### src/design/wsfl_pkg.sv
// Package: sizes, codes, control-word types and the sequencer program of the slot pool.
`timescale 1ns / 1ps
package wsfl_pkg;

    // Pool geometry
    localparam int SLOTS       = 32;
    localparam int MAX_RESULTS = 32;
    localparam int LINK_W      = $clog2(SLOTS + 1);
    localparam int IDX_W       = $clog2(SLOTS);
    localparam int VALUE_W     = 32;

    typedef logic [LINK_W-1:0]  t_link;
    typedef logic [IDX_W-1:0]   t_idx;
    typedef logic [1:0]         t_kind;
    typedef logic [4:0]         t_num;
    typedef logic [VALUE_W-1:0] t_value;
    typedef logic [1:0]         t_status;

    localparam t_link NULL_LINK = t_link'(SLOTS);

    // Transaction kinds
    localparam t_kind KIND_ALLOC  = 2'd0;
    localparam t_kind KIND_DELETE = 2'd1;
    localparam t_kind KIND_LIST   = 2'd2;

    // Result status codes
    localparam t_status ST_OK        = 2'd0;
    localparam t_status ST_EXHAUSTED = 2'd1;
    localparam t_status ST_NOT_FOUND = 2'd2;
    localparam t_status ST_EMPTY     = 2'd3;

    // Datapath actions, one per microcode step
    typedef enum logic [3:0] {
        ACT_IDLE,
        ACT_ALLOC_RD,
        ACT_ALLOC_WR,
        ACT_EMIT_EXH,
        ACT_DEL_INIT,
        ACT_DEL_RD,
        ACT_DEL_ADV,
        ACT_DEL_UNLINK,
        ACT_DEL_FREE,
        ACT_EMIT_NF,
        ACT_LIST_INIT,
        ACT_LIST_RD,
        ACT_LIST_EMIT,
        ACT_EMIT_EMPTY
    } t_act;

    // Branch conditions
    typedef enum logic [2:0] {
        C_NONE,
        C_DISPATCH,
        C_FREE_NULL,
        C_WALK_END,
        C_MATCH,
        C_HEAD_NULL,
        C_LIST_LAST
    } t_cond;

    typedef logic [3:0] t_pc;

    // Step addresses
    localparam t_pc PC_IDLE = 4'd0;
    localparam t_pc PC_A0   = 4'd1;
    localparam t_pc PC_A1   = 4'd2;
    localparam t_pc PC_AEX  = 4'd3;
    localparam t_pc PC_D0   = 4'd4;
    localparam t_pc PC_D1   = 4'd5;
    localparam t_pc PC_D2   = 4'd6;
    localparam t_pc PC_DF1  = 4'd7;
    localparam t_pc PC_DF2  = 4'd8;
    localparam t_pc PC_DNF  = 4'd9;
    localparam t_pc PC_L0   = 4'd10;
    localparam t_pc PC_L1   = 4'd11;
    localparam t_pc PC_L2   = 4'd12;
    localparam t_pc PC_LE   = 4'd13;

    // Control word: action, branch condition, result flag, taken and fall-through targets
    typedef struct packed {
        t_act  act;
        t_cond cond;
        logic  emit;
        t_pc   tgt;
        t_pc   nxt;
    } t_uword;

    function automatic t_uword mk_uword(input t_act act, input t_cond cond,
                                        input logic emit, input t_pc tgt, input t_pc nxt);
        t_uword w;
        w.act  = act;
        w.cond = cond;
        w.emit = emit;
        w.tgt  = tgt;
        w.nxt  = nxt;
        return w;
    endfunction

    // Sequencer program store
    function automatic t_uword ucode(input t_pc pc);
        t_uword w;
        unique case (pc)
            PC_IDLE: w = mk_uword(ACT_IDLE,       C_DISPATCH,  1'b0, PC_IDLE, PC_IDLE);
            PC_A0:   w = mk_uword(ACT_ALLOC_RD,   C_FREE_NULL, 1'b0, PC_AEX,  PC_A1);
            PC_A1:   w = mk_uword(ACT_ALLOC_WR,   C_NONE,      1'b1, PC_IDLE, PC_IDLE);
            PC_AEX:  w = mk_uword(ACT_EMIT_EXH,   C_NONE,      1'b1, PC_IDLE, PC_IDLE);
            PC_D0:   w = mk_uword(ACT_DEL_INIT,   C_NONE,      1'b0, PC_D1,   PC_D1);
            PC_D1:   w = mk_uword(ACT_DEL_RD,     C_WALK_END,  1'b0, PC_DNF,  PC_D2);
            PC_D2:   w = mk_uword(ACT_DEL_ADV,    C_MATCH,     1'b0, PC_DF1,  PC_D1);
            PC_DF1:  w = mk_uword(ACT_DEL_UNLINK, C_NONE,      1'b0, PC_DF2,  PC_DF2);
            PC_DF2:  w = mk_uword(ACT_DEL_FREE,   C_NONE,      1'b1, PC_IDLE, PC_IDLE);
            PC_DNF:  w = mk_uword(ACT_EMIT_NF,    C_NONE,      1'b1, PC_IDLE, PC_IDLE);
            PC_L0:   w = mk_uword(ACT_LIST_INIT,  C_HEAD_NULL, 1'b0, PC_LE,   PC_L1);
            PC_L1:   w = mk_uword(ACT_LIST_RD,    C_NONE,      1'b0, PC_L2,   PC_L2);
            PC_L2:   w = mk_uword(ACT_LIST_EMIT,  C_LIST_LAST, 1'b1, PC_IDLE, PC_L1);
            PC_LE:   w = mk_uword(ACT_EMIT_EMPTY, C_NONE,      1'b1, PC_IDLE, PC_IDLE);
            default: w = mk_uword(ACT_IDLE,       C_NONE,      1'b0, PC_IDLE, PC_IDLE);
        endcase
        return w;
    endfunction

    // Any link outside the slot range terminates a walk
    function automatic logic is_null(input t_link l);
        return int'(l) >= SLOTS;
    endfunction

    // Low five bits of a link, zero-extended for small pools
    function automatic t_num slot_num(input t_link l);
        logic [LINK_W+4:0] w;
        w = {5'b0, l};
        return w[4:0];
    endfunction

    // Link equals a five-bit slot number, compared at common width
    function automatic logic link_is_num(input t_link l, input t_num n);
        logic [LINK_W+4:0] wl;
        logic [LINK_W+4:0] wn;
        wl = {5'b0, l};
        wn = {{LINK_W{1'b0}}, n};
        return wl == wn;
    endfunction

endpackage

### src/design/wsfl_req_if.sv
// Interface: request channel carrying one command transaction.
`timescale 1ns / 1ps
interface wsfl_req_if;
    import wsfl_pkg::*;

    logic   valid;
    logic   ready;
    t_kind  kind;
    t_num   watch_number;
    t_value initial_value;

    modport source (output valid, output kind, output watch_number, output initial_value,
                    input ready);
    modport sink   (input valid, input kind, input watch_number, input initial_value,
                    output ready);
endinterface

### src/design/wsfl_rsp_if.sv
// Interface: response channel carrying one result transaction.
`timescale 1ns / 1ps
interface wsfl_rsp_if;
    import wsfl_pkg::*;

    logic    valid;
    logic    ready;
    t_status status;
    t_num    slot_number;
    t_value  slot_value;
    logic    last;

    modport source (output valid, output status, output slot_number, output slot_value,
                    output last, input ready);
    modport sink   (input valid, input status, input slot_number, input slot_value,
                    input last, output ready);
endinterface

### src/design/wsfl_ram.sv
// Generic single-write, single-read RAM with registered read data.
`timescale 1ns / 1ps
module wsfl_ram #(
    parameter int WIDTH = 32,
    parameter int DEPTH = 32
) (
    input  logic                     i_clk,
    input  logic                     i_we,
    input  logic [$clog2(DEPTH)-1:0] i_waddr,
    input  logic [WIDTH-1:0]         i_wdata,
    input  logic                     i_re,
    input  logic [$clog2(DEPTH)-1:0] i_raddr,
    output logic [WIDTH-1:0]         o_rdata
);
    logic [WIDTH-1:0] r_mem [DEPTH];
    logic [WIDTH-1:0] r_rdata;

    // Write port
    always_ff @(posedge i_clk) begin
        if (i_we) begin
            r_mem[i_waddr] <= i_wdata;
        end
    end

    // Registered read port
    always_ff @(posedge i_clk) begin
        if (i_re) begin
            r_rdata <= r_mem[i_raddr];
        end
    end

    assign o_rdata = r_rdata;
endmodule

### src/design/watch_slot_free_list_pool_core.sv
// Top level: microcoded slot pool with free and active linked lists.
//
//  channel  | dir | payload                                     | handshake
//  ---------+-----+---------------------------------------------+-------------
//  i_req    | in  | kind, watch_number, initial_value           | valid/ready
//  o_rsp    | out | status, slot_number, slot_value, last       | valid/ready
//
// One command at a time: request ready only in the idle step.
// Allocate: free-list link read, then slot write and result. Delete: link RAM read and advance per entry walked.
// List: one link/value read then one result per listed slot; a single empty result when empty.
// Reset clears pointers and per-slot valid bits at once; no clearing pass.
// A result step holds while the output register is full and not taken.
`timescale 1ns / 1ps
module watch_slot_free_list_pool_core (
    input  logic          i_clk,
    input  logic          i_rst_n,
    wsfl_req_if.sink      i_req,
    wsfl_rsp_if.source    o_rsp
);
    import wsfl_pkg::*;

    // Sequencer and datapath registers
    t_pc              r_pc, n_pc;
    t_link            r_active_head, n_active_head;
    t_link            r_free_head, n_free_head;
    t_link            r_cur, n_cur;
    t_link            r_prev, n_prev;
    t_link            r_steps, n_steps;
    t_num             r_num, n_num;
    t_value           r_init, n_init;
    logic [SLOTS-1:0] r_valid, n_valid;
    t_idx             r_rd_idx;
    logic             r_rd_vld;

    // Output register
    logic    r_out_valid, n_out_valid;
    t_status r_out_status, n_out_status;
    t_num    r_out_slot, n_out_slot;
    t_value  r_out_value, n_out_value;
    logic    r_out_last, n_out_last;

    // Memory ports
    logic   link_we, val_we, rd_en;
    t_idx   link_waddr, val_waddr, rd_addr;
    t_link  link_wdata, link_q, link_rd;
    t_value val_wdata, val_q, val_rd;

    t_uword uw;
    logic   req_fire, stall, taken, match, list_last, out_load;

    wsfl_ram #(.WIDTH(LINK_W), .DEPTH(SLOTS)) u_link_ram (
        .i_clk   (i_clk),
        .i_we    (link_we),
        .i_waddr (link_waddr),
        .i_wdata (link_wdata),
        .i_re    (rd_en),
        .i_raddr (rd_addr),
        .o_rdata (link_q)
    );

    wsfl_ram #(.WIDTH(VALUE_W), .DEPTH(SLOTS)) u_val_ram (
        .i_clk   (i_clk),
        .i_we    (val_we),
        .i_waddr (val_waddr),
        .i_wdata (val_wdata),
        .i_re    (rd_en),
        .i_raddr (rd_addr),
        .o_rdata (val_q)
    );

    // Never-allocated slots read as their reset contents
    assign link_rd = r_rd_vld ? link_q : t_link'(r_rd_idx) + t_link'(1);
    assign val_rd  = r_rd_vld ? val_q  : '0;

    assign uw        = ucode(r_pc);
    assign req_fire  = i_req.valid && i_req.ready;
    assign stall     = uw.emit && r_out_valid && !o_rsp.ready;
    assign match     = link_is_num(r_cur, r_num);
    assign list_last = is_null(link_rd) || (int'(r_steps) == SLOTS - 1)
                       || (int'(r_steps) == MAX_RESULTS - 1);

    assign i_req.ready = (r_pc == PC_IDLE);

    // Branch condition
    always_comb begin
        unique case (uw.cond)
            C_NONE:      taken = 1'b0;
            C_DISPATCH:  taken = 1'b0;
            C_FREE_NULL: taken = is_null(r_free_head);
            C_WALK_END:  taken = is_null(r_cur) || (int'(r_steps) == SLOTS);
            C_MATCH:     taken = match;
            C_HEAD_NULL: taken = is_null(r_active_head);
            C_LIST_LAST: taken = list_last;
            default:     taken = 1'b0;
        endcase
    end

    // Next step
    always_comb begin
        n_pc = r_pc;
        if (!stall) begin
            if (uw.cond == C_DISPATCH) begin
                if (req_fire) begin
                    case (i_req.kind)
                        KIND_ALLOC:  n_pc = PC_A0;
                        KIND_DELETE: n_pc = PC_D0;
                        KIND_LIST:   n_pc = PC_L0;
                        default:     n_pc = PC_IDLE;
                    endcase
                end
            end else begin
                n_pc = taken ? uw.tgt : uw.nxt;
            end
        end
    end

    // Datapath actions
    always_comb begin
        n_active_head = r_active_head;
        n_free_head   = r_free_head;
        n_cur         = r_cur;
        n_prev        = r_prev;
        n_steps       = r_steps;
        n_num         = r_num;
        n_init        = r_init;
        n_valid       = r_valid;
        link_we       = 1'b0;
        link_waddr    = r_cur[IDX_W-1:0];
        link_wdata    = r_free_head;
        val_we        = 1'b0;
        val_waddr     = r_cur[IDX_W-1:0];
        val_wdata     = '0;
        rd_en         = 1'b0;
        rd_addr       = r_cur[IDX_W-1:0];
        out_load      = 1'b0;
        n_out_status  = r_out_status;
        n_out_slot    = r_out_slot;
        n_out_value   = r_out_value;
        n_out_last    = r_out_last;

        if (!stall) begin
            unique case (uw.act)
                ACT_IDLE: begin
                    if (req_fire) begin
                        n_num  = i_req.watch_number;
                        n_init = i_req.initial_value;
                    end
                end
                ACT_ALLOC_RD: begin
                    rd_en   = !is_null(r_free_head);
                    rd_addr = r_free_head[IDX_W-1:0];
                end
                ACT_ALLOC_WR: begin
                    link_we    = 1'b1;
                    link_waddr = r_free_head[IDX_W-1:0];
                    link_wdata = r_active_head;
                    val_we     = 1'b1;
                    val_waddr  = r_free_head[IDX_W-1:0];
                    val_wdata  = r_init;
                    n_valid[r_free_head[IDX_W-1:0]] = 1'b1;
                    n_free_head   = link_rd;
                    n_active_head = r_free_head;
                    out_load      = 1'b1;
                    n_out_status  = ST_OK;
                    n_out_slot    = slot_num(r_free_head);
                    n_out_value   = r_init;
                    n_out_last    = 1'b1;
                end
                ACT_EMIT_EXH: begin
                    out_load     = 1'b1;
                    n_out_status = ST_EXHAUSTED;
                    n_out_slot   = '0;
                    n_out_value  = '0;
                    n_out_last   = 1'b1;
                end
                ACT_DEL_INIT: begin
                    n_cur   = r_active_head;
                    n_prev  = NULL_LINK;
                    n_steps = '0;
                end
                ACT_DEL_RD: begin
                    rd_en = !is_null(r_cur);
                end
                ACT_DEL_ADV: begin
                    if (!match) begin
                        n_prev  = r_cur;
                        n_cur   = link_rd;
                        n_steps = r_steps + t_link'(1);
                    end
                end
                ACT_DEL_UNLINK: begin
                    if (is_null(r_prev)) begin
                        n_active_head = link_rd;
                    end else begin
                        link_we    = 1'b1;
                        link_waddr = r_prev[IDX_W-1:0];
                        link_wdata = link_rd;
                    end
                end
                ACT_DEL_FREE: begin
                    link_we      = 1'b1;
                    link_wdata   = r_free_head;
                    val_we       = 1'b1;
                    val_wdata    = '0;
                    n_free_head  = r_cur;
                    out_load     = 1'b1;
                    n_out_status = ST_OK;
                    n_out_slot   = slot_num(r_cur);
                    n_out_value  = '0;
                    n_out_last   = 1'b1;
                end
                ACT_EMIT_NF: begin
                    out_load     = 1'b1;
                    n_out_status = ST_NOT_FOUND;
                    n_out_slot   = r_num;
                    n_out_value  = '0;
                    n_out_last   = 1'b1;
                end
                ACT_LIST_INIT: begin
                    n_cur   = r_active_head;
                    n_steps = '0;
                end
                ACT_LIST_RD: begin
                    rd_en = 1'b1;
                end
                ACT_LIST_EMIT: begin
                    out_load     = 1'b1;
                    n_out_status = ST_OK;
                    n_out_slot   = slot_num(r_cur);
                    n_out_value  = val_rd;
                    n_out_last   = list_last;
                    n_cur        = link_rd;
                    n_steps      = r_steps + t_link'(1);
                end
                ACT_EMIT_EMPTY: begin
                    out_load     = 1'b1;
                    n_out_status = ST_EMPTY;
                    n_out_slot   = '0;
                    n_out_value  = '0;
                    n_out_last   = 1'b1;
                end
                default: begin
                end
            endcase
        end
    end

    // Output valid: cleared when taken, set on a new result
    always_comb begin
        n_out_valid = r_out_valid && !o_rsp.ready;
        if (out_load) begin
            n_out_valid = 1'b1;
        end
    end

    // Control state
    always_ff @(posedge i_clk) begin
        if (!i_rst_n) begin
            r_pc          <= PC_IDLE;
            r_active_head <= NULL_LINK;
            r_free_head   <= '0;
            r_valid       <= '0;
            r_out_valid   <= 1'b0;
        end else begin
            r_pc          <= n_pc;
            r_active_head <= n_active_head;
            r_free_head   <= n_free_head;
            r_valid       <= n_valid;
            r_out_valid   <= n_out_valid;
        end
    end

    // Payload and walk registers
    always_ff @(posedge i_clk) begin
        r_cur        <= n_cur;
        r_prev       <= n_prev;
        r_steps      <= n_steps;
        r_num        <= n_num;
        r_init       <= n_init;
        r_out_status <= n_out_status;
        r_out_slot   <= n_out_slot;
        r_out_value  <= n_out_value;
        r_out_last   <= n_out_last;
        if (rd_en) begin
            r_rd_idx <= rd_addr;
            r_rd_vld <= r_valid[rd_addr];
        end
    end

    assign o_rsp.valid       = r_out_valid;
    assign o_rsp.status      = r_out_status;
    assign o_rsp.slot_number = r_out_slot;
    assign o_rsp.slot_value  = r_out_value;
    assign o_rsp.last        = r_out_last;
endmodule

### src/flat_wrapper.sv
// flat-port wrapper written by rule: the top's interface ports become plain ports
module watch_slot_free_list_pool_core_flat import wsfl_pkg::*;
  (i_clk, i_rst_n, i_req_valid, i_req_kind, i_req_watch_number, i_req_initial_value, i_req_ready, o_rsp_valid, o_rsp_status, o_rsp_slot_number, o_rsp_slot_value, o_rsp_last, o_rsp_ready);
  wsfl_req_if i_req_i ();
  wsfl_rsp_if o_rsp_i ();
  input  logic i_clk;
  input  logic i_rst_n;
  input wire logic [$bits(i_req_i.valid)-1:0] i_req_valid;
  input wire logic [$bits(i_req_i.kind)-1:0] i_req_kind;
  input wire logic [$bits(i_req_i.watch_number)-1:0] i_req_watch_number;
  input wire logic [$bits(i_req_i.initial_value)-1:0] i_req_initial_value;
  output wire logic [$bits(i_req_i.ready)-1:0] i_req_ready;
  output wire logic [$bits(o_rsp_i.valid)-1:0] o_rsp_valid;
  output wire logic [$bits(o_rsp_i.status)-1:0] o_rsp_status;
  output wire logic [$bits(o_rsp_i.slot_number)-1:0] o_rsp_slot_number;
  output wire logic [$bits(o_rsp_i.slot_value)-1:0] o_rsp_slot_value;
  output wire logic [$bits(o_rsp_i.last)-1:0] o_rsp_last;
  input wire logic [$bits(o_rsp_i.ready)-1:0] o_rsp_ready;
  assign i_req_i.valid = i_req_valid;
  assign i_req_i.kind = i_req_kind;
  assign i_req_i.watch_number = i_req_watch_number;
  assign i_req_i.initial_value = i_req_initial_value;
  assign i_req_ready = i_req_i.ready;
  assign o_rsp_valid = o_rsp_i.valid;
  assign o_rsp_status = o_rsp_i.status;
  assign o_rsp_slot_number = o_rsp_i.slot_number;
  assign o_rsp_slot_value = o_rsp_i.slot_value;
  assign o_rsp_last = o_rsp_i.last;
  assign o_rsp_i.ready = o_rsp_ready;
  watch_slot_free_list_pool_core u_core (.i_clk(i_clk), .i_rst_n(i_rst_n), .i_req(i_req_i), .o_rsp(o_rsp_i));
endmodule
### config.mk
export PLATFORM = sky130hd
export DESIGN_NAME = watch_slot_free_list_pool_core_flat
export DESIGN_NICKNAME = d
export VERILOG_FILES = /design/src/design/wsfl_pkg.sv /design/src/design/wsfl_req_if.sv /design/src/design/wsfl_rsp_if.sv /design/src/design/wsfl_ram.sv /design/src/design/watch_slot_free_list_pool_core.sv /design/src/flat_wrapper.sv
export SDC_FILE = /design/constraint.sdc
export NUM_CORES = 2
export LEC_CHECK = 0
export BUFFER_PORTS_ARGS = -buffer_cell sky130_fd_sc_hd__buf_2
export CAP_MARGIN = 0
export CORE_UTILIZATION = 41
export DETAILED_ROUTE_END_ITERATION = 8
export PLACE_DENSITY_LB_ADDON = 0.05
export SLEW_MARGIN = 20
export SYNTH_ARGS = -nofsm -noshare
export SYNTH_HDL_FRONTEND = slang
export SYNTH_SLANG_ARGS = --single-unit
### constraint.sdc
create_clock -name i_clk -period 12.45 [get_ports i_clk]
set_input_delay 1.245 -clock i_clk [delete_from_list [all_inputs] [get_ports i_clk]]
set_output_delay 1.245 -clock i_clk [all_outputs]
set_load 0.05 [all_outputs]
### Yosys cells after proc, flatten, opt, wreduce, memory -nomap -nowiden

Memory sizes are Yosys's and may differ from the RTL's. A register that Yosys moved wholly into a read port is not among the register bits.
Cells that the tools add are included.

* memory bits (writable): 1216
* ROM bits: 256
* logic and storage cells: 151
* memories kept: 3
* output and inout port bits: 42
* bits in registers: 150

Memories
* u_core.u_val_ram.r_mem: words 32, bits a word 32, read ports 1, clocked after Yosys merged registers in 1, write ports 1, RTL line wsfl_ram.sv:15 `logic [WIDTH-1:0] r_mem [DEPTH];`
* (no name shown): words 16, bits a word 16, read ports 1, clocked after Yosys merged registers in 1, write ports 0, RTL line wsfl_pkg.sv:102 `unique case (pc)`
* u_core.u_link_ram.r_mem: words 32, bits a word 6, read ports 1, clocked after Yosys merged registers in 1, write ports 1, RTL line wsfl_ram.sv:15

* equality and inequality tests: 27
* reduce and logical (&&, ||, !) cells: 41
* muxes and demuxes: 52
* $lt $le $gt $ge: 8
* bitwise gates (word level): 2
* add/sub/neg operators: 2

Operators by type and width (number)
* two-way mux 32 bit: 3
* case mux 32 bit (3 select lines): 1
* case mux 6 bit (2 select lines): 4
* two-way mux 6 bit: 7
* case mux 6 bit (3 select lines): 2
* bitwise OR 32 bit: 1
* greater-or-equal comparator 6 bit, second input constant: 5
* two-way mux 5 bit: 6
* equality test 4 bit, second input constant: 6
* two-way mux 4 bit: 5
* case mux 5 bit (4 select lines): 1
* equality test 4 x 3 -> 1 bit, second input constant: 4
* two-way mux 1 bit: 14
* AND reduction 2 bit: 7
* equality test 6 bit, second input constant: 2
* < comparator 5 x 6 -> 1 bit, second input constant: 2
* case mux 4 bit (3 select lines): 1
* AND reduction 3 bit: 4
* case mux 5 bit (2 select lines): 1
* equality test 3 bit, second input constant: 3
* equality test 4 x 2 -> 1 bit, second input constant: 2
* logical NOT 4 bit: 2
* case mux 2 bit (4 select lines): 1
* nonzero test 2 bit: 4
* 28 further kinds: 44

### Logic depth before layout (Yosys ltp)

* depth after elaboration: 10
* mapped depth: 13
* gate-level depth less buffers: 9

### Modules after synthesis

From an unflattened synthesis, not the netlist that was laid out.

* cells, all modules: 3297
* area, all modules: 56213.9 um2

Modules (own cells, without submodules)
* wsfl_ram (u_core.u_val_ram): cells each 2260, area an instance 40805.4 um2, seq. area each 31710.4 um2, instances 1
* watch_slot_free_list_pool_core: cells each 714, area an instance 7758.7 um2, seq. area each 4334.2 um2, instances 1
* wsfl_ram (u_core.u_link_ram): cells each 323, area an instance 7649.8 um2, seq. area each 5945.7 um2, instances 1

### Least setup slack after synthesis

Ideal clock, no wire load.

* path kind: flip-flop to flip-flop
* start: register u_core.r_pc[1]
* end: register u_core.r_init[0], enable pin
* buffers on the path: 0
* setup time: 0.525 ns
* path slack: 5.987 ns
* period minus slack after synthesis: 6.463 ns
* cell stages (with the launch flop): 4
* arrival: 5.937 ns
* path through: dfxtp_1 nor4_1 nand2_1 nor4_1

* cells in the longest elaborated chain, start to end: 3

RTL lines
* from (decl): RTL line watch_slot_free_list_pool_core.sv:23 `t_pc r_pc, n_pc;`
* from (signal assigned): RTL line watch_slot_free_list_pool_core.sv:265 `r_pc <= n_pc;`
* logical NOT 4 bit: RTL line watch_slot_free_list_pool_core.sv:82 `assign i_req.ready = (r_pc == PC_IDLE);`
* net i_req_ready: RTL line flat_wrapper.sv:12 `output wire logic [$bits(i_req_i.ready)-1:0] i_req_ready;`
* logical AND 1 bit: RTL line watch_slot_free_list_pool_core.sv:76 `assign req_fire = i_req.valid && i_req.ready;`
* AND reduction 3 bit (no line)
* to (signal assigned): RTL line watch_slot_free_list_pool_core.sv:279 `r_init <= n_init;`
* to (decl): RTL line watch_slot_free_list_pool_core.sv:30 `t_value r_init, n_init;`

The timed path passes the listed nets, and every way through them passes these cells.
A chain may end at the register's enable or synchronous reset.

### Worst setup path in the final report

* start: input port o_rsp_ready
* end: register u_core.u_val_ram.r_rdata[27], in the netlist u_core.u_val_ram.o_rdata[27], read port of u_core.u_val_ram.r_mem, data pin

* cells in the longest elaborated chain, start to end: 3
* elaborated cells between the ends (all ways): 4

RTL lines
* from (decl): RTL line flat_wrapper.sv:18 `input wire logic [$bits(o_rsp_i.ready)-1:0] o_rsp_ready;`
* logical NOT 1 bit (*): RTL line watch_slot_free_list_pool_core.sv:77 `assign stall = uw.emit && r_out_valid && !o_rsp.ready;`
* logical AND 1 bit (*): RTL line watch_slot_free_list_pool_core.sv:77
* two-way mux 5 bit / two-way mux 1 bit (equally long branches): RTL line watch_slot_free_list_pool_core.sv:141 `if (!stall) begin`
* to (decl): RTL line wsfl_ram.sv:16 `logic [WIDTH-1:0] r_rdata;`

Mark *: on every way between the ends. The rest lies on a longest branch, timed or not.

==> impl_results.md <==
- CP Max Fanout: between 100 and 150
- Cell Area, Placed: between 0.05 and 0.06 mm2
- Post-synthesis cell count: ~4.0k
- Largest net degree at the start of global routing: around 170
- Max_cap viols: 0
- Port buffer count: 84
- CTS tree: built
- Die Ht: 375 um
- Synth Warn #: 0
- Post-Route WL: roughly 170000 um
- Crit path kind: input pin to flop
- Normalized max-slew margin: around a quarter
- Tcrit/Tclk final: a little over two fifths
- Antenna Violating Nets Remaining: 0
- Slew at the pin closest to its max-slew limit: 1130 ps
- Leakage: approximately 0.022 uW
- TritonRoute pass-1 iters: 5
- CP Data Arrival Time: slightly below 6000 ps
- H-Tree Depth: 4
- Worst r2r src: u_core.uw[14]$_DFF_P_
- Hold slack: ~460 ps
- RSZ-0062 raised after global routing: false
- CP Capture Type: flop
- RePlAce Congestion: between 0.7 and 0.8
- Outcome: finished clean
- GR Overflow Total: 0
- Clk buf depth: 3
- Mean area per synthesized cell: 14.1 um2
- Mapped cell area: 0.0572 mm2
- Seq/Total Area, Yosys: 73.5%
- Worst-Skew Late Latency: between 700 and 800 ps
- Area Growth Syn to Fin: 12.7%
- Layout cells sized above 1: between 10% and 20%
- Final nets: about 4.1k
- I/O pin count: 85
- Initial Util: between 40% and 50%
- Layout Skew: around 29 ps
- CTS Sinks: approximately 1.4k
- Drt wl/cell: 28.1 um
- CP startpoint: o_rsp_ready
- Initial antenna violation count: 3
- Synth cell types: 66
- Synth Flop Type: edfxtp_1
- Hold Fails Final Rpt: 0
- Power per cell area: 236 mW/mm2
- Non-filler cells, final: about 6.0k
- Root Buffer: clkbuf_16
- Worst-path clk slew: 60 ps
- # DRC: 0
- Core area: approximately 0.14 mm2
- Vias in the first global route: about 33k
- Final setup fails: 0
- Fmax: ~190 MHz
- CP max stage delay: roughly 640 ps
- Total power: about 15000 uW
- Die W: about 380 um
- Total negative setup slack: 0 ps
- Crit-path most repeated cell: buf_4
- Initial DRC count: approximately 3.3k
- Die area: about 0.14 mm2
- Worst path bufs/invs: 5
- Required @ worst endpoint: 13050 ps
- HPWL Detailed: 84300 um
- Global Route Usage Sum: 23.9%
- Crit path max-delay family: buffers and inverters
- Worst IR Drop VDD: ~0.00023 V
- Via density: between 5 and 6
- Crit-path cells: buf_2 -> and3b_1 -> buf_4 -> o31ai_4 -> buf_4 -> and2_4 -> buf_4 -> buf_12 -> mux2i_1 -> mux4_2 -> a21o_1 -> a221oi_2
- Final Cell Area: around 0.064 mm2
- Post-CTS sizing: 0
- Crit-path slowest cell: buf_4
- Register bit count reported by yosys: between 1k and 1.5k
- First-pass GRT wire length: around 240000 um
- Mapped Nets: approximately 4.1k
- Post-CTS Setup Inserts: 0
- CTS buffer count: ~160
- FP Rows: 136
- DR vias: approximately 34k
- Placed Instances: between 5k and 6k
- Reg2Reg Setup Slack: 7310 ps
- CTS Hold Bufs: 0
- Hold path start: u_core.r_valid[26]$_SDFFE_PN0P_
- Fin crit period: 5230 ps
- Ys async rst share: 0%
- Worst setup SP type: input pin
- HP Class: flop to flop
- Final slew viol count: 0
- Number of synthesized flops with an enable pin: about 1.4k
through the flow:
stage                     utilization, %  setup slack, ps
after floorplan                        -             5990
after global placement              43.3             6530
after detailed placement            43.3             6470
after CTS                           46.7             7310
after global routing                46.7             7060
final                               46.7             7220
flip-flops by register name, indices dropped and copies added, names as in the netlist, 6 cells and up:
register and flops:
u_core.r_free_head 6, u_core.u_val_ram.o_rdata 32, u_core.r_active_head 6, u_core.r_steps 6, u_core.u_val_ram.r_mem 1024, u_core.u_link_ram.r_mem 192, u_core.o_rsp.slot_value 32, u_core.u_link_ram.o_rdata 6
u_core.r_prev 6, u_core.r_cur 6, u_core.uw 16, u_core.r_valid 32, u_core.r_init 32
metal layers:
metal / vias to the layer above / GRT usage (%) / wire length [um]
li1: 15400 / - / -
met1: 17800 / 35.2 / 78500
met2: 949 / 37.4 / 77900
met3: 206 / 3.64 / 9640
met4: 0 / 5.59 / 2930
met5: - / 0 / 0
worst min-delay path: stages, from the launching register on:
cell and delay [ps]:
dfxtp_1 320, nor2_1 50, nor2_1 70
final timing paths:
check / endpoint / depth (start not counted)
worst min-delay path: u_core.r_valid[26]$_SDFFE_PN0P_ / 2
worst max register to register: u_core.u_val_ram.o_rdata[27]$_DFFE_PP_ / 10
worst min register to register: u_core.r_valid[26]$_SDFFE_PN0P_ / 2
worst max-delay path: u_core.u_val_ram.o_rdata[27]$_DFFE_PP_ / 12
synthesized netlist by cell type, types with 7 or more instances:
master,n,area [um2]
a22o_1,32,280
edfxtp_1,1355,40700
a21o_1,41,308
nor2b_1,8,50.1
o21ai_0,23,115
and3_1,120,751
mux4_2,39,878
nand2_1,924,3470
buf_2,56,280
o21a_1,19,143
nor2_1,182,683
dfxtp_1,65,1300
a22oi_1,12,90.1
xnor2_1,11,96.3
clkbuf_1,176,661
nand3_1,252,1260
buf_1,18,67.6
and2_1,42,263
a21oi_1,25,125
buf_4,12,90.1
nor3_1,9,45.0
a311oi_1,156,1370
mux2i_1,168,1680
a31oi_1,82,513
a211oi_1,49,368
buf_6,12,135
nand2b_1,13,81.3
a221oi_2,41,616
nor3b_1,7,52.6
inv_1,15,56.3
cell type report:
type | instances | area, um2
Sequential cell | 1420 | 42000
Tap cell | 1794 | 2240
Multi-Input combinational cell | 2328 | 14300
Clock buffer | 209 | 4280
Fill cell | 12200 | 73400
Timing Repair Buffer | 169 | 1120
Antenna cell | 3 | 7.51
Clock inverter | 65 | 404
Inverter | 18 | 90.1
kinds of logic (layout without fill, tap and decap cells):
logic type      after synthesis  after routing  synth area share, %
buf+inv                     292            461                 2.28
simple gates               1583           1583                 12.0
mux                         211            211                 4.56
fa+ha+maj                     3              3               0.0657
other cells                   0              3                    0
compound gates              515            515                 7.40
xor+xnor                     16             16                0.245
flops                      1420           1420                 73.5
placed cells by master, fill, tap and decap left out, types with 27 or more instances in the layout:
master / Yosys / routed
a211oi_1: 49 / 49
a21o_1: 41 / 41
a221oi_2: 41 / 41
a22o_1: 32 / 32
a311oi_1: 156 / 156
a31oi_1: 82 / 81
and3_1: 120 / 119
buf_2: 56 / 84
buf_4: 12 / 80
clkbuf_1: 176 / 43
clkbuf_16: 0 / 163
clkinv_1: 1 / 27
clkinv_2: 0 / 29
dfxtp_1: 65 / 65
edfxtp_1: 1355 / 1355
mux2i_1: 168 / 167
mux4_2: 39 / 39
nand2_1: 924 / 923
nand3_1: 252 / 252
nor2_1: 182 / 148
nor2_4: 0 / 34
where the power goes:
group          switching [uW]  internal, uW  total [uW]
clock network            1860          2460        4320
logic                    3400          1420        4820
registers                 205          5850        6050
No activity file was read; power rests on OpenSTA's default activity.
